[src/rtl/core/stomp_frame_parser_assert.svh]
// assertion helpers for the stomp frame parser
`ifndef STOMP_FRAME_PARSER_ASSERT_SVH
`define STOMP_FRAME_PARSER_ASSERT_SVH

// same-cycle implication, checked on every rising edge outside reset
`define SPF_ASSERT_NOW(label, ante, cons, msg) \
    label: assert property (@(posedge i_clk) disable iff (!i_rst_n) \
        (ante) |-> (cons)) else $error(msg);

// next-cycle implication
`define SPF_ASSERT_NEXT(label, ante, cons, msg) \
    label: assert property (@(posedge i_clk) disable iff (!i_rst_n) \
        (ante) |=> (cons)) else $error(msg);

`endif

[src/rtl/core/spf_pkg.sv]
package spf_pkg;

    localparam int KW_COUNT = 6;

    localparam logic [5:0] KW_ALL  = 6'h3f;
    localparam logic [3:0] POS_MAX = 4'd15;

    localparam logic [2:0] KW_CONNECTED = 3'd0;
    localparam logic [2:0] KW_MESSAGE   = 3'd1;
    localparam logic [2:0] KW_RECEIPT   = 3'd2;
    localparam logic [2:0] KW_ACK       = 3'd3;
    localparam logic [2:0] KW_NACK      = 3'd4;
    localparam logic [2:0] KW_ERROR     = 3'd5;

    localparam logic [7:0] CHAR_NUL   = 8'h00;
    localparam logic [7:0] CHAR_TAB   = 8'h09;
    localparam logic [7:0] CHAR_LF    = 8'h0a;
    localparam logic [7:0] CHAR_CR    = 8'h0d;
    localparam logic [7:0] CHAR_SPACE = 8'h20;
    localparam logic [7:0] CHAR_COLON = 8'h3a;

    typedef enum logic [3:0] {
        EV_CMD_BYTE  = 4'd0,
        EV_CMD_OK    = 4'd1,
        EV_CMD_BAD   = 4'd2,
        EV_HDR_BYTE  = 4'd3,
        EV_HDR_OK    = 4'd4,
        EV_HDR_BAD   = 4'd5,
        EV_HDRS_END  = 4'd6,
        EV_BODY_BYTE = 4'd7,
        EV_FRAME_END = 4'd8,
        EV_BODY_LF   = 4'd9
    } t_event;

    typedef struct packed {
        t_event     ev;
        logic [2:0] code;
        logic [7:0] data;
        logic       in_value;
        logic       link_up;
    } t_result;

    typedef struct packed {
        logic [5:0] alive;
        logic [3:0] pos;
        logic       space_pending;
    } t_kw_state;

    typedef struct packed {
        logic [5:0] next_alive;
        logic       found;
        logic [2:0] code;
    } t_kw_match;

    function automatic logic [3:0] kw_len(input logic [2:0] k);
        logic [3:0] len;
        case (k)
            KW_CONNECTED: len = 4'd9;
            KW_MESSAGE:   len = 4'd7;
            KW_RECEIPT:   len = 4'd7;
            KW_ACK:       len = 4'd3;
            KW_NACK:      len = 4'd4;
            KW_ERROR:     len = 4'd5;
            default:      len = 4'd0;
        endcase
        return len;
    endfunction

    // character of keyword k at position pos, zero past its end
    function automatic logic [7:0] kw_char(input logic [2:0] k, input logic [3:0] pos);
        logic [71:0] txt;
        logic [3:0]  len;
        logic [3:0]  idx;
        logic [7:0]  ch;
        len = kw_len(k);
        case (k)
            KW_CONNECTED: txt = 72'("CONNECTED");
            KW_MESSAGE:   txt = 72'("MESSAGE");
            KW_RECEIPT:   txt = 72'("RECEIPT");
            KW_ACK:       txt = 72'("ACK");
            KW_NACK:      txt = 72'("NACK");
            KW_ERROR:     txt = 72'("ERROR");
            default:      txt = '0;
        endcase
        ch = CHAR_NUL;
        if (pos < len) begin
            idx = len - pos - 4'd1;
            ch  = txt[{idx, 3'b000} +: 8];
        end
        return ch;
    endfunction

    function automatic logic is_ws(input logic [7:0] c);
        return (c == CHAR_SPACE) || ((c >= CHAR_TAB) && (c <= CHAR_CR));
    endfunction

endpackage

[src/rtl/core/spf_in_reg.sv]
module spf_in_reg
    import spf_pkg::*;
(
    input  logic       i_clk,
    input  logic       i_rst_n,
    input  logic       i_valid,
    input  logic [7:0] i_byte,
    input  logic       i_take,
    output logic       o_stall,
    output logic       o_valid,
    output logic [7:0] o_byte
);

    logic       r_valid;
    logic [7:0] r_byte;
    logic       w_load;

    // hold while the parsed byte cannot move on
    assign o_stall = r_valid && !i_take;
    assign w_load  = i_valid && !o_stall;

    always_ff @(posedge i_clk) begin
        if (!i_rst_n) begin
            r_valid <= 1'b0;
        end else begin
            r_valid <= w_load || (r_valid && !i_take);
        end
        if (w_load) begin
            r_byte <= i_byte;
        end
    end

    assign o_valid = r_valid;
    assign o_byte  = r_byte;

endmodule

[src/rtl/core/spf_keyword.sv]
module spf_keyword
    import spf_pkg::*;
(
    input  t_kw_state  i_state,
    input  logic [7:0] i_byte,
    output t_kw_match  o_match
);

    logic [5:0] w_alive;

    always_comb begin
        // inner whitespace kills every keyword
        w_alive = i_state.space_pending ? 6'h00 : i_state.alive;
        o_match.next_alive = '0;
        o_match.found      = 1'b0;
        o_match.code       = KW_CONNECTED;
        for (int k = 0; k < KW_COUNT; k++) begin
            o_match.next_alive[k] = w_alive[k]
                && (i_state.pos < kw_len(3'(k)))
                && (kw_char(3'(k), i_state.pos) == i_byte);
        end
        // lowest keyword wins on a full-length match
        for (int k = KW_COUNT - 1; k >= 0; k--) begin
            if (i_state.alive[k] && (kw_len(3'(k)) == i_state.pos)) begin
                o_match.found = 1'b1;
                o_match.code  = 3'(k);
            end
        end
    end

endmodule

[src/rtl/core/spf_core.sv]
module spf_core
    import spf_pkg::*;
(
    input  logic       i_clk,
    input  logic       i_rst_n,
    input  logic       i_step,
    input  logic [7:0] i_byte,
    output t_result    o_result
);

    typedef enum logic [1:0] {
        PH_CMD  = 2'd0,
        PH_HDR  = 2'd1,
        PH_BODY = 2'd2
    } t_phase;

    t_phase     r_phase,          n_phase;
    logic [5:0] r_alive,          n_alive;
    logic [3:0] r_pos,            n_pos;
    logic       r_line_started,   n_line_started;
    logic       r_space_pending,  n_space_pending;
    logic       r_colon_seen,     n_colon_seen;
    logic       r_colon_at_start, n_colon_at_start;
    logic       r_colon_is_last,  n_colon_is_last;
    logic [2:0] r_command,        n_command;
    logic       r_connected,      n_connected;

    t_kw_state w_kw_state;
    t_kw_match w_kw_match;
    logic      w_eol;
    logic      w_ws;
    logic      w_clear;

    assign w_kw_state.alive         = r_alive;
    assign w_kw_state.pos           = r_pos;
    assign w_kw_state.space_pending = r_space_pending;

    spf_keyword u_keyword (
        .i_state (w_kw_state),
        .i_byte  (i_byte),
        .o_match (w_kw_match)
    );

    assign w_eol = (i_byte == CHAR_NUL) || (i_byte == CHAR_LF);
    assign w_ws  = is_ws(i_byte);

    always_comb begin
        n_phase          = r_phase;
        n_alive          = r_alive;
        n_pos            = r_pos;
        n_line_started   = r_line_started;
        n_space_pending  = r_space_pending;
        n_colon_seen     = r_colon_seen;
        n_colon_at_start = r_colon_at_start;
        n_colon_is_last  = r_colon_is_last;
        n_command        = r_command;
        n_connected      = r_connected;
        w_clear          = 1'b0;
        o_result.ev       = EV_CMD_BYTE;
        o_result.code     = KW_CONNECTED;
        o_result.data     = 8'h00;
        o_result.in_value = 1'b0;

        case (r_phase)
            PH_BODY: begin
                if (i_byte == CHAR_NUL) begin
                    o_result.ev   = EV_FRAME_END;
                    o_result.code = r_command;
                    if (r_command == KW_CONNECTED) begin
                        n_connected = 1'b1;
                    end else if (r_command == KW_ERROR) begin
                        n_connected = 1'b0;
                    end
                    n_phase = PH_CMD;
                    w_clear = 1'b1;
                end else if (i_byte == CHAR_LF) begin
                    o_result.ev = EV_BODY_LF;
                end else begin
                    o_result.ev   = EV_BODY_BYTE;
                    o_result.data = i_byte;
                end
            end
            PH_HDR: begin
                if (w_eol) begin
                    w_clear = 1'b1;
                    if (!r_line_started) begin
                        o_result.ev = EV_HDRS_END;
                        n_phase     = PH_BODY;
                    end else if (!r_colon_seen || r_colon_at_start || r_colon_is_last) begin
                        o_result.ev = EV_HDR_BAD;
                        n_phase     = PH_CMD;
                    end else begin
                        o_result.ev = EV_HDR_OK;
                    end
                end else begin
                    o_result.ev       = EV_HDR_BYTE;
                    o_result.data     = i_byte;
                    o_result.in_value = r_colon_seen;
                    if (!w_ws) begin
                        if (r_colon_seen) begin
                            n_colon_is_last = 1'b0;
                        end else if (i_byte == CHAR_COLON) begin
                            n_colon_seen     = 1'b1;
                            n_colon_is_last  = 1'b1;
                            n_colon_at_start = !r_line_started;
                        end
                        n_line_started = 1'b1;
                    end
                end
            end
            default: begin
                if (w_eol) begin
                    w_clear = 1'b1;
                    if ((i_byte != CHAR_NUL) && w_kw_match.found) begin
                        o_result.ev   = EV_CMD_OK;
                        o_result.code = w_kw_match.code;
                        n_command     = w_kw_match.code;
                        n_phase       = PH_HDR;
                    end else begin
                        o_result.ev = EV_CMD_BAD;
                        n_phase     = PH_CMD;
                    end
                end else if (w_ws) begin
                    if (r_line_started) begin
                        n_space_pending = 1'b1;
                    end
                end else begin
                    n_alive         = w_kw_match.next_alive;
                    n_pos           = (r_pos == POS_MAX) ? r_pos : r_pos + 4'd1;
                    n_line_started  = 1'b1;
                    n_space_pending = 1'b0;
                end
            end
        endcase

        if (w_clear) begin
            n_alive          = KW_ALL;
            n_pos            = '0;
            n_line_started   = 1'b0;
            n_space_pending  = 1'b0;
            n_colon_seen     = 1'b0;
            n_colon_at_start = 1'b0;
            n_colon_is_last  = 1'b0;
        end

        o_result.link_up = n_connected;
    end

    always_ff @(posedge i_clk) begin
        if (!i_rst_n) begin
            r_phase          <= PH_CMD;
            r_alive          <= KW_ALL;
            r_pos            <= '0;
            r_line_started   <= 1'b0;
            r_space_pending  <= 1'b0;
            r_colon_seen     <= 1'b0;
            r_colon_at_start <= 1'b0;
            r_colon_is_last  <= 1'b0;
            r_command        <= KW_CONNECTED;
            r_connected      <= 1'b0;
        end else if (i_step) begin
            r_phase          <= n_phase;
            r_alive          <= n_alive;
            r_pos            <= n_pos;
            r_line_started   <= n_line_started;
            r_space_pending  <= n_space_pending;
            r_colon_seen     <= n_colon_seen;
            r_colon_at_start <= n_colon_at_start;
            r_colon_is_last  <= n_colon_is_last;
            r_command        <= n_command;
            r_connected      <= n_connected;
        end
    end

endmodule

[src/rtl/core/spf_out_reg.sv]
module spf_out_reg
    import spf_pkg::*;
(
    input  logic    i_clk,
    input  logic    i_rst_n,
    input  logic    i_load,
    input  t_result i_result,
    input  logic    i_stall,
    output logic    o_ready,
    output logic    o_valid,
    output t_result o_result
);

    logic    r_valid;
    t_result r_result;

    // free, or emptied at this edge
    assign o_ready = !r_valid || !i_stall;

    always_ff @(posedge i_clk) begin
        if (!i_rst_n) begin
            r_valid <= 1'b0;
        end else if (o_ready) begin
            r_valid <= i_load;
        end
        if (o_ready && i_load) begin
            r_result <= i_result;
        end
    end

    assign o_valid  = r_valid;
    assign o_result = r_result;

endmodule

[src/rtl/core/stomp_frame_parser.sv]
// stomp receive-frame parser: takes one stream byte per beat and returns exactly one
// result beat per byte (event code, command code, passed-on byte, after-colon flag and
// the connected flag after that byte). bytes are accepted every cycle while the result
// side does not stall: a byte lands in the input register, the per-byte parse (keyword
// compare, line trimming, colon checks, phase update) runs in combinational logic and
// the result is held in an output register, so a new byte is taken while a finished
// result waits. the sustained rate is one byte per clock; a stall on the result side
// backs up through both registers to the input stall. malformed command or header
// lines discard the frame and return to the command line; the connected flag is set
// at the end of a CONNECTED frame and cleared at the end of an ERROR frame.
module stomp_frame_parser
    import spf_pkg::*;
(
    input  logic       i_clk,
    input  logic       i_rst_n,
    // byte side
    input  logic       i_in_valid,
    output logic       o_in_stall,
    input  logic [7:0] i_rx_byte,
    // result side
    output logic       o_out_valid,
    input  logic       i_out_stall,
    output logic [3:0] o_event_res,
    output logic [2:0] o_command_code,
    output logic [7:0] o_out_byte,
    output logic       o_in_value,
    output logic       o_link_up
);

`include "stomp_frame_parser_assert.svh"

    logic       w_byte_valid;
    logic [7:0] w_byte;
    logic       w_out_ready;
    logic       w_move;
    t_result    w_step_result;
    t_result    w_out_result;

    // a byte moves through the parse when the result register can take it
    assign w_move = w_byte_valid && w_out_ready;

    // input register
    spf_in_reg u_in_reg (
        .i_clk   (i_clk),
        .i_rst_n (i_rst_n),
        .i_valid (i_in_valid),
        .i_byte  (i_rx_byte),
        .i_take  (w_move),
        .o_stall (o_in_stall),
        .o_valid (w_byte_valid),
        .o_byte  (w_byte)
    );

    // per-byte parse and frame state
    spf_core u_core (
        .i_clk    (i_clk),
        .i_rst_n  (i_rst_n),
        .i_step   (w_move),
        .i_byte   (w_byte),
        .o_result (w_step_result)
    );

    // result register
    spf_out_reg u_out_reg (
        .i_clk    (i_clk),
        .i_rst_n  (i_rst_n),
        .i_load   (w_move),
        .i_result (w_step_result),
        .i_stall  (i_out_stall),
        .o_ready  (w_out_ready),
        .o_valid  (o_out_valid),
        .o_result (w_out_result)
    );

    assign o_event_res    = w_out_result.ev;
    assign o_command_code = w_out_result.code;
    assign o_out_byte     = w_out_result.data;
    assign o_in_value     = w_out_result.in_value;
    assign o_link_up      = w_out_result.link_up;

    // passed-on byte only on header and body byte beats
    `SPF_ASSERT_NOW(a_byte_only_when_passed,
        o_out_valid && (o_event_res != EV_HDR_BYTE) && (o_event_res != EV_BODY_BYTE),
        o_out_byte == 8'h00, "out byte set on a beat that passes no byte")

    // command code only with command ok and frame end
    `SPF_ASSERT_NOW(a_code_only_when_meaningful,
        o_out_valid && (o_event_res != EV_CMD_OK) && (o_event_res != EV_FRAME_END),
        o_command_code == KW_CONNECTED, "command code set on an unrelated beat")

    // after-colon flag only on header byte beats
    `SPF_ASSERT_NOW(a_in_value_only_hdr,
        o_out_valid && (o_event_res != EV_HDR_BYTE),
        !o_in_value, "after-colon flag set outside a header byte")

    // a result taken with no byte moving leaves the output empty
    `SPF_ASSERT_NEXT(a_out_drains,
        o_out_valid && !i_out_stall && !w_move,
        !o_out_valid, "result register refilled without a parsed byte")

endmodule

[config.mk]
export PLATFORM = sky130hd
export DESIGN_NAME = stomp_frame_parser
export DESIGN_NICKNAME = d
export VERILOG_FILES = /design/src/rtl/core/spf_pkg.sv /design/src/rtl/core/spf_in_reg.sv /design/src/rtl/core/spf_keyword.sv /design/src/rtl/core/spf_core.sv /design/src/rtl/core/spf_out_reg.sv /design/src/rtl/core/stomp_frame_parser.sv
export VERILOG_INCLUDE_DIRS = /design/src /design/src/rtl/core
export SDC_FILE = /design/constraint.sdc
export NUM_CORES = 1
export LEC_CHECK = 0
export BUFFER_PORTS_ARGS = -buffer_cell sky130_fd_sc_hd__buf_4
export CORE_MARGIN = 1
export CORE_UTILIZATION = 43
export CTS_CLUSTER_SIZE = 8
export DETAILED_ROUTE_END_ITERATION = 8
export SLEW_MARGIN = 20
export SYNTH_ARGS = -nofsm -noshare
export SYNTH_HDL_FRONTEND = slang
export SYNTH_SLANG_ARGS = --single-unit
[constraint.sdc]
create_clock -name i_clk -period 3.9 [get_ports i_clk]
set_clock_uncertainty 0.1 [all_clocks]
set_input_delay 0.39 -clock i_clk [delete_from_list [all_inputs] [get_ports i_clk]]
set_output_delay 0.39 -clock i_clk [all_outputs]
set_load 0.01 [all_outputs]
Word level (Yosys, flattened, before mapping)

Cells that the tools add are included.

Register bits: 48
Bits in latches: 0
Bits in writable memories: 0
Memory bits (read-only): 0
Bits of input ports: 12
Output and inout bits: 19
Memories: 0

Add/sub/neg operators: 11
Multiply operators: 0
Divide/modulo/power cells: 0
Order comparisons: 7
Equal/unequal tests: 28
Shifts and indexed selects: 6
Mux-type cells: 78
Bitwise gates (word level): 2
Reductions and logical operators: 54

Operator list:

| cell                                                                              | number |
|---|---|
| 72-bit by 8-bit indexed part select with 8-bit output (first input constant)      | 6 |
| 8-bit two-way mux                                                                 | 8 |
| 4-bit two-way mux                                                                 | 15 |
| 8-bit == test                                                                     | 6 |
| 1-bit two-way mux                                                                 | 36 |
| 6-bit two-way mux                                                                 | 5 |
| 1-bit logical AND                                                                 | 24 |
| 4-bit AND reduction                                                               | 5 |
| 4-bit by 1-bit subtractor with 4-bit output (second input constant)               | 5 |
| 8-bit by 6-bit == test with 1-bit output (second input constant)                  | 2 |
| 8-bit one-hot mux with 2 select lines                                             | 1 |
| 5-bit AND reduction                                                               | 3 |
| 3-bit by 4-bit == test with 1-bit output (first input constant)                   | 3 |
| 4-bit by 3-bit < comparator with 1-bit output (second input constant)             | 3 |
| 2-bit two-way mux                                                                 | 6 |
| 3-bit by 4-bit subtractor with 4-bit output (first input constant)                | 3 |
| 2-bit by 1-bit != test with 1-bit output (second input constant)                  | 5 |
| 9-bit two-way mux                                                                 | 1 |
| 8-bit by 4-bit == test with 1-bit output (second input constant)                  | 1 |
| 8-bit by 4-bit >= comparator with 1-bit output (second input constant)            | 1 |
| 8-bit by 4-bit less-or-equal comparator with 1-bit output (second input constant) | 1 |
| 8-bit logical NOT                                                                 | 1 |
| 4-bit one-hot mux with 2 select lines                                             | 1 |
| 8-bit nonzero test                                                                | 1 |
| 26 further kinds                                                                  | 43 |

Longest topological paths before layout

Gate-level depths: netlist (run 1).

Depth after elaboration: 12
Depth in mapped cells: 12

Hierarchy

Synthesis (run 1) repeated with hierarchy kept, for this count alone.

Cell total of the unflattened synthesis: 410
Area, all modules: 3623.5 um2

By module, submodules not included:

| module             | instances | cells an instance | area each (um2) |
|---|---|---|---|
| spf_core           | 1         | 178               | 1441.4 |
| spf_keyword        | 1         | 197               | 1336.3 |
| spf_out_reg        | 1         | 22                | 551.8 |
| spf_in_reg         | 1         | 12                | 287.8 |
| stomp_frame_parser | 1         | 1                 | 6.3 |

Least setup slack after synthesis (run 1)

No wires, ideal clock.

Path kind: register to register
Start point: register u_core.r_pos[2]
End point: register u_core.r_alive[0]
Arrival time: 2.751 ns
Data required time: 3.742 ns
Setup slack: 0.991 ns
Stages on the path, launching flop included: 11
Clock period less this slack: 2.909 ns
Cell sequence: dfxtp_1 > buf_1 > inv_1 > ha_1 > buf_2 > a21oi_1 > a211oi_1 > nor2_1 > or4b_4 > a2111oi_4 > o22a_1

Cells in the longest elaborated chain, start to end: 10

RTL lines:

| element                                               | line              | RTL |
|---|---|---|
| from (decl)                                           | spf_core.sv:19    | `logic [3:0] r_pos, n_pos;` |
| from (signal assigned)                                | spf_core.sv:164   | `r_pos <= n_pos;` |
| 4-bit subtractor                                      | spf_pkg.sv:87     | `idx = len - pos - 4'd1;` |
| 4-bit by 1-bit subtractor with 4-bit output           | spf_pkg.sv:87     |  |
| 72-bit by 8-bit indexed part select with 8-bit output | spf_pkg.sv:88     | `ch = txt[{idx, 3'b000} +: 8];` |
| 8-bit two-way mux                                     | spf_pkg.sv:86     | `if (pos < len) begin` |
| 8-bit == test                                         | spf_keyword.sv:20 | `&& (kw_char(3'(k), i_state.pos) == i_byte);` |
| 1-bit logical AND *                                   | spf_keyword.sv:20 |  |
| 6-bit two-way mux *                                   | spf_core.sv:123   | `end else if (w_ws) begin` |
| 6-bit two-way mux *                                   | spf_core.sv:112   | `if (w_eol) begin` |
| 6-bit two-way mux *                                   | spf_core.sv:64    | `case (r_phase)` |
| 6-bit two-way mux *                                   | spf_core.sv:136   | `if (w_clear) begin` |
| to (signal assigned)                                  | spf_core.sv:163   | `r_alive <= n_alive;` |
| to (decl)                                             | spf_core.sv:18    | `logic [5:0] r_alive, n_alive;` |

Mark *: on every way between the ends. The rest lies on a longest branch, timed or not. The select of a mux whose other input is x is not followed.
A chain may end at the register's enable or synchronous reset.

Worst setup path in the final report (run 1)

Start point: register u_core.r_pos[0]
End point: register u_core.r_alive[0]

Same word-level chain as after synthesis.

==> impl_results.html, run 1 <==
<table>
<tr><th>Metric</th><th>Value</th></tr>
<tr><th colspan="2">Critical path</th></tr>
<tr><td>Startpoint type of the worst setup path</td><td>flip-flop</td></tr>
<tr><td>WP data arrival</td><td>3.34 ns</td></tr>
<tr><td>Req. time, crit path</td><td>4.05 ns</td></tr>
<tr><td>Maximum fanout along the worst path</td><td>16</td></tr>
<tr><td>Class of the most critical setup path</td><td>reg2reg</td></tr>
<tr><td>Origin of the worst setup path</td><td>u_core.r_pos[0]</td></tr>
<tr><td>Start of the worst register-to-register path</td><td>u_core.r_pos[0]</td></tr>
<tr><td>Endpoint kind of the worst setup timing path</td><td>flip-flop</td></tr>
<tr><th colspan="2">Place</th></tr>
<tr><td>Cell count after placement</td><td>499</td></tr>
<tr><td>Count of input and output buffers</td><td>30</td></tr>
<tr><td>RePlAce Congestion</td><td>0.9141</td></tr>
<tr><td>Detailed Place HPWL</td><td>6290 um</td></tr>
<tr><th colspan="2">Cells and area</th></tr>
<tr><td>Fraction of layout instances using a drive strength above 1</td><td>0.1235</td></tr>
<tr><td>Multi-input gate area</td><td>2051 um2</td></tr>
<tr><td>Share of the core filled with cells in the final layout</td><td>0.4917</td></tr>
<tr><td>Most common cell after layout, fill and taps aside</td><td>sky130_fd_sc_hd__buf_4</td></tr>
<tr><td>Net count, final</td><td>435</td></tr>
<tr><td>Antenna cells</td><td>0</td></tr>
<tr><td>Number of fillers in the final layout</td><td>773</td></tr>
<tr><td>Sequential standard cell area</td><td>1211 um2</td></tr>
<tr><td>Post-Layout Cell Count</td><td>507</td></tr>
<tr><td>Area grow syn2layout</td><td>10.48%</td></tr>
<tr><td>Highest-count cells in the layout ignoring fill and taps</td><td>sky130_fd_sc_hd__buf_4, sky130_fd_sc_hd__nor2_1, sky130_fd_sc_hd__nand2_1</td></tr>
<tr><th colspan="2">Synthesis</th></tr>
<tr><td>Fraction of the mapped netlist area in simple logic gates</td><td>0.2405</td></tr>
<tr><td>Post-synthesis xor/xnor area fraction</td><td>0.04329</td></tr>
<tr><td>Post-synthesis cell type count</td><td>66</td></tr>
<tr><td>Combinational family with the most area after synthesis</td><td>simple AND/OR/NAND/NOR gates</td></tr>
<tr><td>Most common flop cell mapped by yosys</td><td>sky130_fd_sc_hd__edfxtp_1</td></tr>
<tr><td>Number of standard cells after synthesis</td><td>388</td></tr>
<tr><td>Warning count from the yosys run</td><td>0</td></tr>
<tr><td>Leading area contributor after synthesis</td><td>sky130_fd_sc_hd__edfxtp_1</td></tr>
<tr><td>Proportion of synthesized area in mux cells</td><td>0.02692</td></tr>
<tr><td>Synth top area cells</td><td>sky130_fd_sc_hd__edfxtp_1, sky130_fd_sc_hd__dfxtp_1, sky130_fd_sc_hd__ha_1, sky130_fd_sc_hd__nor2_1, sky130_fd_sc_hd__nand2_1</td></tr>
<tr><td>Compound-cell area share of the yosys netlist</td><td>0.2164</td></tr>
<tr><td>Syn Nets</td><td>419</td></tr>
<tr><td>Share of async-settable or async-resettable flops after synthesis</td><td>0</td></tr>
<tr><td>Number of synthesized flops with an enable pin</td><td>25</td></tr>
<tr><td>Post-synthesis sequential area ratio</td><td>0.3521</td></tr>
<tr><td>Proportion of netlist area held by the largest area contributor</td><td>0.2183</td></tr>
<tr><td>Register bit total from synthesis</td><td>48</td></tr>
<tr><td>Mean instance size in the synthesized netlist</td><td>8.865 um2</td></tr>
<tr><td>Post-Synth Adder-Cell Area</td><td>0.06912</td></tr>
<tr><td>Post-synth design cell area</td><td>3440 um2</td></tr>
<tr><th colspan="2">Clock tree</th></tr>
<tr><td>CTS H-tree lvls</td><td>2</td></tr>
<tr><td>Clk sinks</td><td>48</td></tr>
<tr><td>Post-CTS Setup Repair Bufs</td><td>0</td></tr>
<tr><td>CTS Buffer Depth</td><td>2</td></tr>
<tr><td>Hold_buf cts</td><td>0</td></tr>
<tr><td>Clock transition time at the flip-flop clock pins of the worst setup and hold paths</td><td>0.09 ns</td></tr>
<tr><td>Clock tree from TritonCTS</td><td>done</td></tr>
<tr><td>Clock root buffer master</td><td>sky130_fd_sc_hd__clkbuf_8</td></tr>
<tr><td>Number of gates resized after cts</td><td>0</td></tr>
<tr><td>Worst-skew pair later-pin latency</td><td>0.31 ns</td></tr>
<tr><td>Total CTS buffers</td><td>5</td></tr>
<tr><th colspan="2">Power</th></tr>
<tr><td>Power spent charging and discharging nets</td><td>0.3203 mW</td></tr>
<tr><td>Peak ir drop on the vdd network</td><td>0.0002122 V</td></tr>
<tr><td>Switching fraction of total power</td><td>0.2973</td></tr>
<tr><td>Part of the power in registers</td><td>0.546</td></tr>
<tr><td>Clock power share</td><td>0.280</td></tr>
<tr><td>Leakage Power</td><td>1.391 nW</td></tr>
<tr><td>Combinational cell fraction of total power</td><td>0.174</td></tr>
<tr><td>Power per standard cell area</td><td>283.5 nW/um2</td></tr>
<tr><td>Cell-internal power</td><td>0.7569 mW</td></tr>
<tr><th colspan="2">STA</th></tr>
<tr><td>Final Hold Viols</td><td>0</td></tr>
<tr><td>Max-slew headroom</td><td>0.4792</td></tr>
<tr><td>RSZ-0062 raised after global routing</td><td>false</td></tr>
<tr><td>Minimum clock period</td><td>3.188 ns</td></tr>
<tr><td>Achievable Freq</td><td>313.7 MHz</td></tr>
<tr><td>Endpoints failing setup</td><td>0</td></tr>
<tr><td>Actual transition at the worst max-transition pin</td><td>0.7812 ns</td></tr>
<tr><td>Final Max Slew Viols</td><td>0</td></tr>
<tr><td>Post-route clock period utilization</td><td>0.8175</td></tr>
<tr><td>Accumulated negative setup slack</td><td>0 ns</td></tr>
<tr><th colspan="2">Global route</th></tr>
<tr><td>Vias in the first global route</td><td>2,871</td></tr>
<tr><td>Combined global-route utilization of all metal layers</td><td>0.2199</td></tr>
<tr><td>First-pass GRT wire length</td><td>14,460 um</td></tr>
<tr><td>Total congestion overflow after global routing</td><td>0</td></tr>
<tr><td>Pin count of the biggest net entering global routing</td><td>21</td></tr>
<tr><td>Number of antenna violations at the first check in global routing</td><td>0</td></tr>
<tr><th colspan="2">Floorplan</th></tr>
<tr><td>Initial Utilization</td><td>0.4451</td></tr>
<tr><td>Number of cell rows</td><td>32</td></tr>
<tr><td>DIE HEIGHT</td><td>91.44 um</td></tr>
<tr><td>Die Width</td><td>91.44 um</td></tr>
<tr><td>Ports</td><td>31</td></tr>
<tr><td>Overall die area</td><td>8360 um2</td></tr>
<tr><td>Core area</td><td>7727 um2</td></tr>
<tr><th colspan="2">Route</th></tr>
<tr><td>Antenna-violating nets left</td><td>0</td></tr>
<tr><td>Total via count in the routed design</td><td>3,067</td></tr>
<tr><td>Total Wirelength</td><td>8723 um</td></tr>
<tr><td>Remaining routing DRC violations</td><td>0</td></tr>
<tr><td>Router iterations before antenna repair</td><td>5</td></tr>
<tr><td>Vias per cell</td><td>6.049</td></tr>
<tr><td>Detail-routed net length per standard cell</td><td>17.21 um</td></tr>
<tr><td>First DRT Iteration DRCs</td><td>184</td></tr>
<tr><th colspan="2">Min path</th></tr>
<tr><td>Worst hold path startpoint</td><td>i_rx_byte[4]</td></tr>
<tr><td>Type of the most critical hold path</td><td>in2reg</td></tr>
<tr><th colspan="2">Status</th></tr>
<tr><td>Outcome</td><td>finished clean</td></tr>
<tr><th colspan="2">Flow run</th></tr>
<tr><td>Max-capacitance violation count</td><td>0</td></tr>
</table>
## metal layers
layer / up-vias / GRT usage / share of wire / wire length (um)
li1: 1473 / - / - / -
met1: 1450 / 0.2973 / 0.45 / 3943
met2: 123 / 0.3477 / 0.45 / 3955
met3: 21 / 0.03434 / 0.068 / 590
met4: 0 / 0.09127 / 0.027 / 233
met5: - / 0 / 0 / 0
## power by group through the flow
stage               Clock [mW]  Sequential [mW]  Combinational [mW]
global route             0.324            0.592               0.205
global placement             0            0.599               0.183
floorplan                    0            0.578               0.146
detailed placement           0            0.599               0.185
CTS                      0.310            0.588               0.185
finish                   0.302            0.588               0.187
## critical path, cell delays in order, from the launching register on
cell,delay (ns)
sky130_fd_sc_hd__dfxtp_1,0.68
sky130_fd_sc_hd__inv_1,0.18
sky130_fd_sc_hd__ha_1,0.23
sky130_fd_sc_hd__inv_1,0.14
sky130_fd_sc_hd__ha_1,0.31
sky130_fd_sc_hd__a21oi_1,0.11
sky130_fd_sc_hd__a211oi_1,0.30
sky130_fd_sc_hd__nor2_1,0.09
sky130_fd_sc_hd__or4b_4,0.53
sky130_fd_sc_hd__a2111oi_4,0.29
sky130_fd_sc_hd__o22a_1,0.17
## final timing paths
check | end | slack (ns) | depth (start not counted)
max | u_core.r_alive[0] | 0.71 | 10
min | u_in_reg.o_byte[4] | 0.16 | 1
max reg2reg | u_core.r_alive[0] | 0.71 | 10
min reg2reg | u_core.r_colon_is_last | 0.38 | 1
## cell families after synthesis
group                    after synthesis
AND/OR/NAND/NOR                      152
AO/OA/AOI/OAI                        100
flip-flops                            48
buffers and inverters                 43
adder cells (fa/ha/maj)               19
XOR/XNOR                              17
multiplexers                           9
## flip-flops by register name, indices dropped and copies added (netlist names)
| signal | cells |
|---|---|
| u_core.r_command | 3 |
| u_core.r_phase | 2 |
| u_out_reg.o_result | 17 |
| u_core.r_colon_is_last | 1 |
| u_core.r_colon_seen | 1 |
| u_in_reg.o_byte | 8 |
| u_core.r_pos | 4 |
| u_core.r_line_started | 1 |
| u_core.r_colon_at_start | 1 |
| u_out_reg.o_valid | 1 |
| u_in_reg.o_valid | 1 |
| u_core.r_space_pending | 1 |
| u_core.r_connected | 1 |
| u_core.r_alive | 6 |
## area by class of cell
cell class	instances	share of cell area
Clock buffer	5	0.01811
Clock inverter	3	0.004939
Inverter	18	0.01778
Multi-Input combinational cell	297	0.5397
Sequential cell	48	0.3187
Tap cell	102	0.03359
Timing Repair Buffer	34	0.06717
## metrics by stage
stage	setup WS, ns	hold WS (ns)	power, mW	area [um2]
2_1_floorplan	0.9909	0.3416	0.7239	3440
3_3_place_gp	0.8707	0.3545	0.7823	3712
3_5_place_dp	0.7558	0.3590	0.7839	3712
4_1_cts	0.7208	0.1453	1.084	3800
5_1_grt	0.4505	0.1433	1.121	3800
6_report	0.7119	0.1566	1.077	3800
## synthesized netlist by cell type (all sizes together), types with 4 or more instances
cell and number:
nor4 4, a21boi 5, nand2 32, nor3 5, xnor2 10, dfxtp 23
edfxtp 25, o21ai 20, a21oi 19, nand4 8, clkbuf 13, nand3 16
inv 17, nor2 33, nand2b 5, ha 19, a31oi 7, and3 8
nor2b 7, xor2 7, o22a 4, buf 12, o211a 4, o32ai 5
nor4b 4, a2111oi 4, mux2i 7, nand3b 5, and2 10
Power figures use the tool's default switching activity.
==> inputs of run 2 (changes only) <==
- clock period: 3.9 -> 3.3 ns (I/O delays scaled with it)
==> impl_results.html, run 2 (synthesized netlist as in run 1, its figures left out) <==
<table>
<tr><th>Metric</th><th>Value</th></tr>
<tr><th colspan="2">Cells and area</th></tr>
<tr><td>Fraction of layout instances using a drive strength above 1</td><td>0.1383 (+0.01489)</td></tr>
<tr><td>Highest-count cells in the layout ignoring fill and taps</td><td>sky130_fd_sc_hd__buf_4, sky130_fd_sc_hd__nor2_1, sky130_fd_sc_hd__nand2_1</td></tr>
<tr><td>Area grow syn2layout</td><td>11.97%</td></tr>
<tr><td>Share of the core filled with cells in the final layout</td><td>0.4984 (+0.006639)</td></tr>
<tr><td>Number of flip-flops in the largest register</td><td>17 (unchanged)</td></tr>
<tr><td>Sequential standard cell area</td><td>1211 um2 (unchanged)</td></tr>
<tr><td>Antenna cells</td><td>0 (unchanged)</td></tr>
<tr><td>Multi-input gate area</td><td>2051 um2 (unchanged)</td></tr>
<tr><td>Net count, final</td><td>442 (+1.6%)</td></tr>
<tr><td>Number of fillers in the final layout</td><td>743 (-3.9%)</td></tr>
<tr><td>Most common cell after layout, fill and taps aside</td><td>sky130_fd_sc_hd__buf_4</td></tr>
<tr><th colspan="2">Critical path</th></tr>
<tr><td>CP max stage delay</td><td>0.53 ns (-0.15 ns)</td></tr>
<tr><td>Req. time, crit path</td><td>3.47 ns (-0.58 ns)</td></tr>
<tr><td>Termination of the worst setup path</td><td>u_core.r_alive[0]</td></tr>
<tr><td>Endpoint kind of the worst setup timing path</td><td>flip-flop</td></tr>
<tr><td>Series of cell instances along the critical path</td><td>inv_1 &gt; ha_1 &gt; inv_1 &gt; ha_1 &gt; a21oi_1 &gt; a211oi_1 &gt; nor2_1 &gt; or4b_4 &gt; a2111oi_4 &gt; o22a_1</td></tr>
<tr><td>Start of the worst register-to-register path</td><td>u_core.r_pos[0]</td></tr>
<tr><td>Origin of the worst setup path</td><td>u_core.r_pos[0]</td></tr>
<tr><td>WP data arrival</td><td>3.16 ns (-0.18 ns)</td></tr>
<tr><td>Internal reg-to-reg setup slack</td><td>0.31 ns (-0.40 ns)</td></tr>
<tr><td>Buffers &amp; Inverters on Critical Path</td><td>2 (unchanged)</td></tr>
<tr><td>Critical path's slowest cell</td><td>sky130_fd_sc_hd__dfxtp_1</td></tr>
<tr><td>Kind of cell adding the most delay to the critical path</td><td>compound AO/OA/AOI/OAI gates</td></tr>
<tr><td>Critical Path Stages</td><td>10 (unchanged)</td></tr>
<tr><td>Startpoint type of the worst setup path</td><td>flip-flop</td></tr>
<tr><td>Maximum fanout along the worst path</td><td>10 (-6)</td></tr>
<tr><td>Number of cells on the worst reg-to-reg path</td><td>10 (unchanged)</td></tr>
<tr><td>Capture point of the worst reg-to-reg path</td><td>u_core.r_alive[0]</td></tr>
<tr><td>Class of the most critical setup path</td><td>reg2reg</td></tr>
<tr><th colspan="2">STA</th></tr>
<tr><td>Achievable Freq</td><td>334.8 MHz (+6.7%)</td></tr>
<tr><td>Final worst setup slack</td><td>0.3130 ns (-0.3989 ns)</td></tr>
<tr><td>Final Hold Viols</td><td>0 (unchanged)</td></tr>
<tr><td>Final Max Slew Viols</td><td>0 (unchanged)</td></tr>
<tr><td>Worst hold slack after final layout</td><td>0.09639 ns (-0.06024 ns)</td></tr>
<tr><td>Max-slew headroom</td><td>0.5071 (+0.02797)</td></tr>
<tr><td>Minimum clock period</td><td>2.987 ns (-0.2011 ns)</td></tr>
<tr><td>RSZ-0062 raised after global routing</td><td>false</td></tr>
<tr><td>Actual transition at the worst max-transition pin</td><td>0.7393 ns (-0.04196 ns)</td></tr>
<tr><td>Post-route clock period utilization</td><td>0.9051 (+0.08769)</td></tr>
<tr><td>Endpoints failing setup</td><td>0 (unchanged)</td></tr>
<tr><td>Accumulated negative setup slack</td><td>0 ns (unchanged)</td></tr>
<tr><th colspan="2">Floorplan</th></tr>
<tr><td>Initial Utilization</td><td>0.4451 (unchanged)</td></tr>
<tr><td>Number of cell rows</td><td>32 (unchanged)</td></tr>
<tr><td>Ports</td><td>31 (unchanged)</td></tr>
<tr><td>Core area</td><td>7727 um2 (unchanged)</td></tr>
<tr><td>Die Width</td><td>91.44 um (unchanged)</td></tr>
<tr><td>Overall die area</td><td>8360 um2 (unchanged)</td></tr>
<tr><td>DIE HEIGHT</td><td>91.44 um (unchanged)</td></tr>
<tr><th colspan="2">Clock tree</th></tr>
<tr><td>Worst-skew pair later-pin latency</td><td>0.32 ns (about the same)</td></tr>
<tr><td>Post-CTS Setup Repair Bufs</td><td>0 (unchanged)</td></tr>
<tr><td>Clock tree from TritonCTS</td><td>done</td></tr>
<tr><td>CTS H-tree lvls</td><td>2 (unchanged)</td></tr>
<tr><td>Total CTS buffers</td><td>5 (unchanged)</td></tr>
<tr><td>Number of gates resized after cts</td><td>0 (unchanged)</td></tr>
<tr><td>Hold_buf cts</td><td>0 (unchanged)</td></tr>
<tr><td>CTS Buffer Depth</td><td>2 (unchanged)</td></tr>
<tr><td>Clk sinks</td><td>48 (unchanged)</td></tr>
<tr><td>Clock transition time at the flip-flop clock pins of the worst setup and hold paths</td><td>0.11 ns (+0.02 ns)</td></tr>
<tr><td>Clock root buffer master</td><td>sky130_fd_sc_hd__clkbuf_8</td></tr>
<tr><th colspan="2">Flow run</th></tr>
<tr><td>Max-capacitance violation count</td><td>0 (unchanged)</td></tr>
<tr><th colspan="2">Route</th></tr>
<tr><td>Detail-routed net length per standard cell</td><td>16.96 um (-1.4%)</td></tr>
<tr><td>Antenna-violating nets left</td><td>0 (unchanged)</td></tr>
<tr><td>Vias per cell</td><td>5.897 (-2.5%)</td></tr>
<tr><td>Total via count in the routed design</td><td>3,031 (-1.2%)</td></tr>
<tr><td>Total Wirelength</td><td>8718 um (about the same)</td></tr>
<tr><td>Router iterations before antenna repair</td><td>5 (unchanged)</td></tr>
<tr><td>Remaining routing DRC violations</td><td>0 (unchanged)</td></tr>
<tr><td>First DRT Iteration DRCs</td><td>154 (-16%)</td></tr>
<tr><th colspan="2">Power</th></tr>
<tr><td>Leakage Power</td><td>1.435 nW (+3.2%)</td></tr>
<tr><td>Peak ir drop on the vdd network</td><td>0.0001883 V (-11%)</td></tr>
<tr><td>Power Total</td><td>1.283 mW (+19%)</td></tr>
<tr><td>Power per standard cell area</td><td>333.1 nW/um2 (+18%)</td></tr>
<tr><th colspan="2">Place</th></tr>
<tr><td>Worst setup timing slack at the placement stage</td><td>0.3417 ns (-0.4141 ns)</td></tr>
<tr><td>Detailed Place HPWL</td><td>6324 um (+0.54%)</td></tr>
<tr><td>Count of input and output buffers</td><td>30 (unchanged)</td></tr>
<tr><td>RePlAce Congestion</td><td>0.9035 (-1.2%)</td></tr>
<tr><th colspan="2">Global route</th></tr>
<tr><td>Total congestion overflow after global routing</td><td>0 (unchanged)</td></tr>
<tr><td>Vias in the first global route</td><td>2,851 (-0.70%)</td></tr>
<tr><td>Pin count of the biggest net entering global routing</td><td>23 (+9.5%)</td></tr>
<tr><td>First-pass GRT wire length</td><td>14,350 um (-0.76%)</td></tr>
<tr><td>Number of antenna violations at the first check in global routing</td><td>0 (unchanged)</td></tr>
<tr><td>Combined global-route utilization of all metal layers</td><td>0.2173 (-0.002589)</td></tr>
<tr><th colspan="2">Status</th></tr>
<tr><td>Outcome</td><td>finished clean</td></tr>
<tr><th colspan="2">Min path</th></tr>
<tr><td>Type of the most critical hold path</td><td>in2reg</td></tr>
</table>
==> run 2: changes by cell type in the layout (fill, tap and decap cells not counted), sizes merged <==
cell | before | now
buf | 34 | 41
clkinv | 2 | 3
clkinvlp | 2 | 0
inv | 17 | 18
==> run 2: worst min path at each step <==
stage | startpoint | to | slack (ns) | cells after the start
after detailed placement | u_core.r_colon_is_last | u_core.r_colon_is_last | 0.36 | 1
after global routing | i_rx_byte[5] | u_in_reg.o_byte[5] | 0.08 | 1
after floorplan | i_rx_byte[0] | u_in_reg.o_byte[0] | 0.33 | 0
final | i_rx_byte[5] | u_in_reg.o_byte[5] | 0.1 | 1
after CTS | i_rx_byte[5] | u_in_reg.o_byte[5] | 0.09 | 1
after global placement | u_core.r_colon_is_last | u_core.r_colon_is_last | 0.36 | 1
==> run 2: through the flow <==
stage          cell area, um2  cells
2_1_floorplan            3440    388
3_3_place_gp             3765    506
3_5_place_dp             3765    506
4_1_cts                  3851    514
5_1_grt                  3851    514
6_report                 3851    514
==> run 2: layout make-up <==
class	count	share of cell area
Inverter	18	0.01754
Clock inverter	3	0.004548
Clock buffer	5	0.01787
Multi-Input combinational cell	297	0.5325
Tap cell	102	0.03314
Sequential cell	48	0.3145
Timing Repair Buffer	41	0.07992
==> run 2: power breakdown <==
group	leakage [nW]	total [mW]	switching, mW	internal [mW]
logic	0.959	0.242	0.141	0.101
registers	0.430	0.680	0.0289	0.651
clock network	0.0460	0.361	0.212	0.149
==> run 2: metal layers <==
layer,vias up,track usage,wire (um)
met5,-,0,0
met4,0,0.07540,197
met3,20,0.03601,507
met2,119,0.3515,3974
met1,1404,0.2919,4038
li1,1488,-,-
==> inputs of run 3 (changes only) <==
- CTS_BUF_LIST: unset -> sky130_fd_sc_hd__clkbuf_16
- CTS_CLUSTER_SIZE: 8 -> unset
==> impl_results.html, run 3 (synthesized netlist as in run 1, its figures left out) <==
<table>
<tr><th>Metric</th><th>Value</th></tr>
<tr><th colspan="2">Status</th></tr>
<tr><td>Outcome</td><td>finished clean</td></tr>
<tr><th colspan="2">STA</th></tr>
<tr><td>Endpoints failing setup</td><td>0 (unchanged)</td></tr>
<tr><td>Accumulated negative setup slack</td><td>0 ns (unchanged)</td></tr>
<tr><td>Achievable Freq</td><td>335.6 MHz (+0.25%)</td></tr>
<tr><td>RSZ-0062 raised after global routing</td><td>false</td></tr>
<tr><td>Post-route clock period utilization</td><td>0.9029 (-0.002251)</td></tr>
<tr><td>Max-slew headroom</td><td>0.4947 (-0.01244)</td></tr>
<tr><td>Final Hold Viols</td><td>0 (unchanged)</td></tr>
<tr><td>Final Max Slew Viols</td><td>0 (unchanged)</td></tr>
<tr><td>Actual transition at the worst max-transition pin</td><td>0.7579 ns (+0.01866 ns)</td></tr>
<tr><td>Minimum clock period</td><td>2.980 ns (-0.007428 ns)</td></tr>
<tr><th colspan="2">Cells and area</th></tr>
<tr><td>Multi-input gate area</td><td>2051 um2 (unchanged)</td></tr>
<tr><td>Fraction of layout instances using a drive strength above 1</td><td>0.1383 (unchanged)</td></tr>
<tr><td>Post-Layout Cell Count</td><td>514 (unchanged)</td></tr>
<tr><td>Number of fillers in the final layout</td><td>731 (-1.6%)</td></tr>
<tr><td>Area grow syn2layout</td><td>13.61%</td></tr>
<tr><td>Number of flip-flops in the largest register</td><td>17 (unchanged)</td></tr>
<tr><td>Antenna cells</td><td>0 (unchanged)</td></tr>
<tr><td>Sequential standard cell area</td><td>1211 um2 (unchanged)</td></tr>
<tr><td>Net count, final</td><td>442 (unchanged)</td></tr>
<tr><td>Highest-count cells in the layout ignoring fill and taps</td><td>sky130_fd_sc_hd__buf_4, sky130_fd_sc_hd__nor2_1, sky130_fd_sc_hd__nand2_1</td></tr>
<tr><td>Most common cell after layout, fill and taps aside</td><td>sky130_fd_sc_hd__buf_4</td></tr>
<tr><th colspan="2">Global route</th></tr>
<tr><td>First-pass GRT wire length</td><td>14,240 um (-0.72%)</td></tr>
<tr><td>Number of antenna violations at the first check in global routing</td><td>0 (unchanged)</td></tr>
<tr><td>Combined global-route utilization of all metal layers</td><td>0.2146 (-0.002667)</td></tr>
<tr><td>Total congestion overflow after global routing</td><td>0 (unchanged)</td></tr>
<tr><td>Vias in the first global route</td><td>2,839 (-0.42%)</td></tr>
<tr><td>Pin count of the biggest net entering global routing</td><td>23 (unchanged)</td></tr>
<tr><th colspan="2">Critical path</th></tr>
<tr><td>Startpoint type of the worst setup path</td><td>flip-flop</td></tr>
<tr><td>Endpoint kind of the worst setup timing path</td><td>flip-flop</td></tr>
<tr><td>Class of the most critical setup path</td><td>reg2reg</td></tr>
<tr><td>Req. time, crit path</td><td>3.44 ns (-0.03 ns)</td></tr>
<tr><td>WP data arrival</td><td>3.12 ns (-0.04 ns)</td></tr>
<tr><td>Maximum fanout along the worst path</td><td>10 (unchanged)</td></tr>
<tr><th colspan="2">Clock tree</th></tr>
<tr><td>Clock transition time at the flip-flop clock pins of the worst setup and hold paths</td><td>0.08 ns (-0.03 ns)</td></tr>
<tr><td>Number of gates resized after cts</td><td>0 (unchanged)</td></tr>
<tr><td>CTS Buffer Depth</td><td>2 (unchanged)</td></tr>
<tr><td>Worst-skew pair later-pin latency</td><td>0.29 ns (-0.03 ns)</td></tr>
<tr><td>CTS H-tree lvls</td><td>2 (unchanged)</td></tr>
<tr><td>Post-CTS Setup Repair Bufs</td><td>0 (unchanged)</td></tr>
<tr><td>Clk sinks</td><td>48 (unchanged)</td></tr>
<tr><td>Clock tree from TritonCTS</td><td>done</td></tr>
<tr><td>Hold_buf cts</td><td>0 (unchanged)</td></tr>
<tr><td>Total CTS buffers</td><td>5 (unchanged)</td></tr>
<tr><td>Clock root buffer master</td><td>sky130_fd_sc_hd__clkbuf_16</td></tr>
<tr><th colspan="2">Power</th></tr>
<tr><td>Cell-internal power</td><td>1.033 mW (+15%)</td></tr>
<tr><td>Power per standard cell area</td><td>365.7 nW/um2 (+9.8%)</td></tr>
<tr><td>Peak ir drop on the vdd network</td><td>0.0001933 V (+2.7%)</td></tr>
<tr><td>Power spent charging and discharging nets</td><td>0.3958 mW (+3.7%)</td></tr>
<tr><td>Combinational cell fraction of total power</td><td>0.170 (-0.019)</td></tr>
<tr><td>Clock power share</td><td>0.354 (+0.073)</td></tr>
<tr><td>Switching fraction of total power</td><td>0.2770 (-0.02054)</td></tr>
<tr><td>Leakage Power</td><td>1.460 nW (+1.8%)</td></tr>
<tr><td>Part of the power in registers</td><td>0.476 (-0.054)</td></tr>
<tr><th colspan="2">Route</th></tr>
<tr><td>Router iterations before antenna repair</td><td>5 (unchanged)</td></tr>
<tr><td>Antenna-violating nets left</td><td>0 (unchanged)</td></tr>
<tr><td>Vias per cell</td><td>5.897 (unchanged)</td></tr>
<tr><td>Detail-routed net length per standard cell</td><td>17.01 um (+0.26%)</td></tr>
<tr><td>Total via count in the routed design</td><td>3,031 (unchanged)</td></tr>
<tr><td>Total Wirelength</td><td>8741 um (+0.26%)</td></tr>
<tr><td>Remaining routing DRC violations</td><td>0 (unchanged)</td></tr>
<tr><td>First DRT Iteration DRCs</td><td>158 (+2.6%)</td></tr>
<tr><th colspan="2">Place</th></tr>
<tr><td>Count of input and output buffers</td><td>30 (unchanged)</td></tr>
<tr><td>RePlAce Congestion</td><td>0.9035 (unchanged)</td></tr>
<tr><td>Detailed Place HPWL</td><td>6324 um (unchanged)</td></tr>
<tr><td>Cell count after placement</td><td>506 (unchanged)</td></tr>
<tr><th colspan="2">Floorplan</th></tr>
<tr><td>Number of cell rows</td><td>32 (unchanged)</td></tr>
<tr><td>Ports</td><td>31 (unchanged)</td></tr>
<tr><td>Core area</td><td>7727 um2 (unchanged)</td></tr>
<tr><td>DIE HEIGHT</td><td>91.44 um (unchanged)</td></tr>
<tr><td>Initial Utilization</td><td>0.4451 (unchanged)</td></tr>
<tr><td>Overall die area</td><td>8360 um2 (unchanged)</td></tr>
<tr><td>Die Width</td><td>91.44 um (unchanged)</td></tr>
<tr><th colspan="2">Min path</th></tr>
<tr><td>Type of the most critical hold path</td><td>in2reg</td></tr>
<tr><th colspan="2">Flow run</th></tr>
<tr><td>Max-capacitance violation count</td><td>0 (unchanged)</td></tr>
</table>
[run 3: cell types whose count changed in the layout (fill, tap and decap cells not counted)]
cell                        delta
sky130_fd_sc_hd__clkbuf_8      -5
sky130_fd_sc_hd__clkbuf_16     +5
[run 3: per-layer routing]
layer	track usage	up-vias	routed length, um
li1	-	1484	-
met1	0.2893	1414	4015
met2	0.3546	120	4030
met3	0.02680	13	587
met4	0.07011	0	108
met5	0	-	0
[run 3: worst paths after layout]
check | startpoint | endpoint | slack [ns] | cells past startpoint
setup / recovery | u_core.r_pos[0] | u_core.r_alive[0] | 0.32 | 10
hold / removal | i_rx_byte[5] | u_in_reg.o_byte[5] | 0.12 | 1
hold reg to reg | u_core.r_colon_is_last | u_core.r_colon_is_last | 0.37 | 1
setup reg to reg | u_core.r_pos[0] | u_core.r_alive[0] | 0.32 | 10
[run 3: cell type report]
cell class                      instances  area share
Clock buffer                            5     0.03202
Clock inverter                          3    0.004483
Inverter                               18     0.01729
Multi-Input combinational cell        297      0.5248
Sequential cell                        48      0.3100
Tap cell                              102     0.03266
Timing Repair Buffer                   41     0.07877
[run 3: critical path, stage by stage (launching register included)]
cell and delay, ns:
sky130_fd_sc_hd__dfxtp_1 0.51, sky130_fd_sc_hd__inv_1 0.14, sky130_fd_sc_hd__ha_1 0.22, sky130_fd_sc_hd__inv_1 0.15
sky130_fd_sc_hd__ha_1 0.32, sky130_fd_sc_hd__a21oi_1 0.11, sky130_fd_sc_hd__a211oi_1 0.29, sky130_fd_sc_hd__nor2_1 0.09
sky130_fd_sc_hd__or4b_4 0.53, sky130_fd_sc_hd__a2111oi_4 0.30, sky130_fd_sc_hd__o22a_1 0.18
[run 3: metrics by stage]
step | utilization | hold WS [ns] | area, um2 | power, mW | worst slack (ns)
after floorplan | - | 0.3289 | 3440 | 0.8555 | 0.3909
after global routing | 0.5057 | 0.1088 | 3908 | 1.484 | 0.09181
final | 0.5057 | 0.1168 | 3908 | 1.429 | 0.3204
after detailed placement | 0.4872 | 0.3590 | 3765 | 0.9317 | 0.3417
after global placement | 0.4872 | 0.3551 | 3765 | 0.9295 | 0.4537
after CTS | 0.5057 | 0.1132 | 3908 | 1.438 | 0.3432
[run 3: power groups by stage]
stage | clock network, mW | registers [mW] | logic [mW]
2_1_floorplan | 0 | 0.683 | 0.172
3_3_place_gp | 0 | 0.693 | 0.237
3_5_place_dp | 0 | 0.693 | 0.238
4_1_cts | 0.518 | 0.680 | 0.240
5_1_grt | 0.534 | 0.684 | 0.266
6_report | 0.506 | 0.681 | 0.243
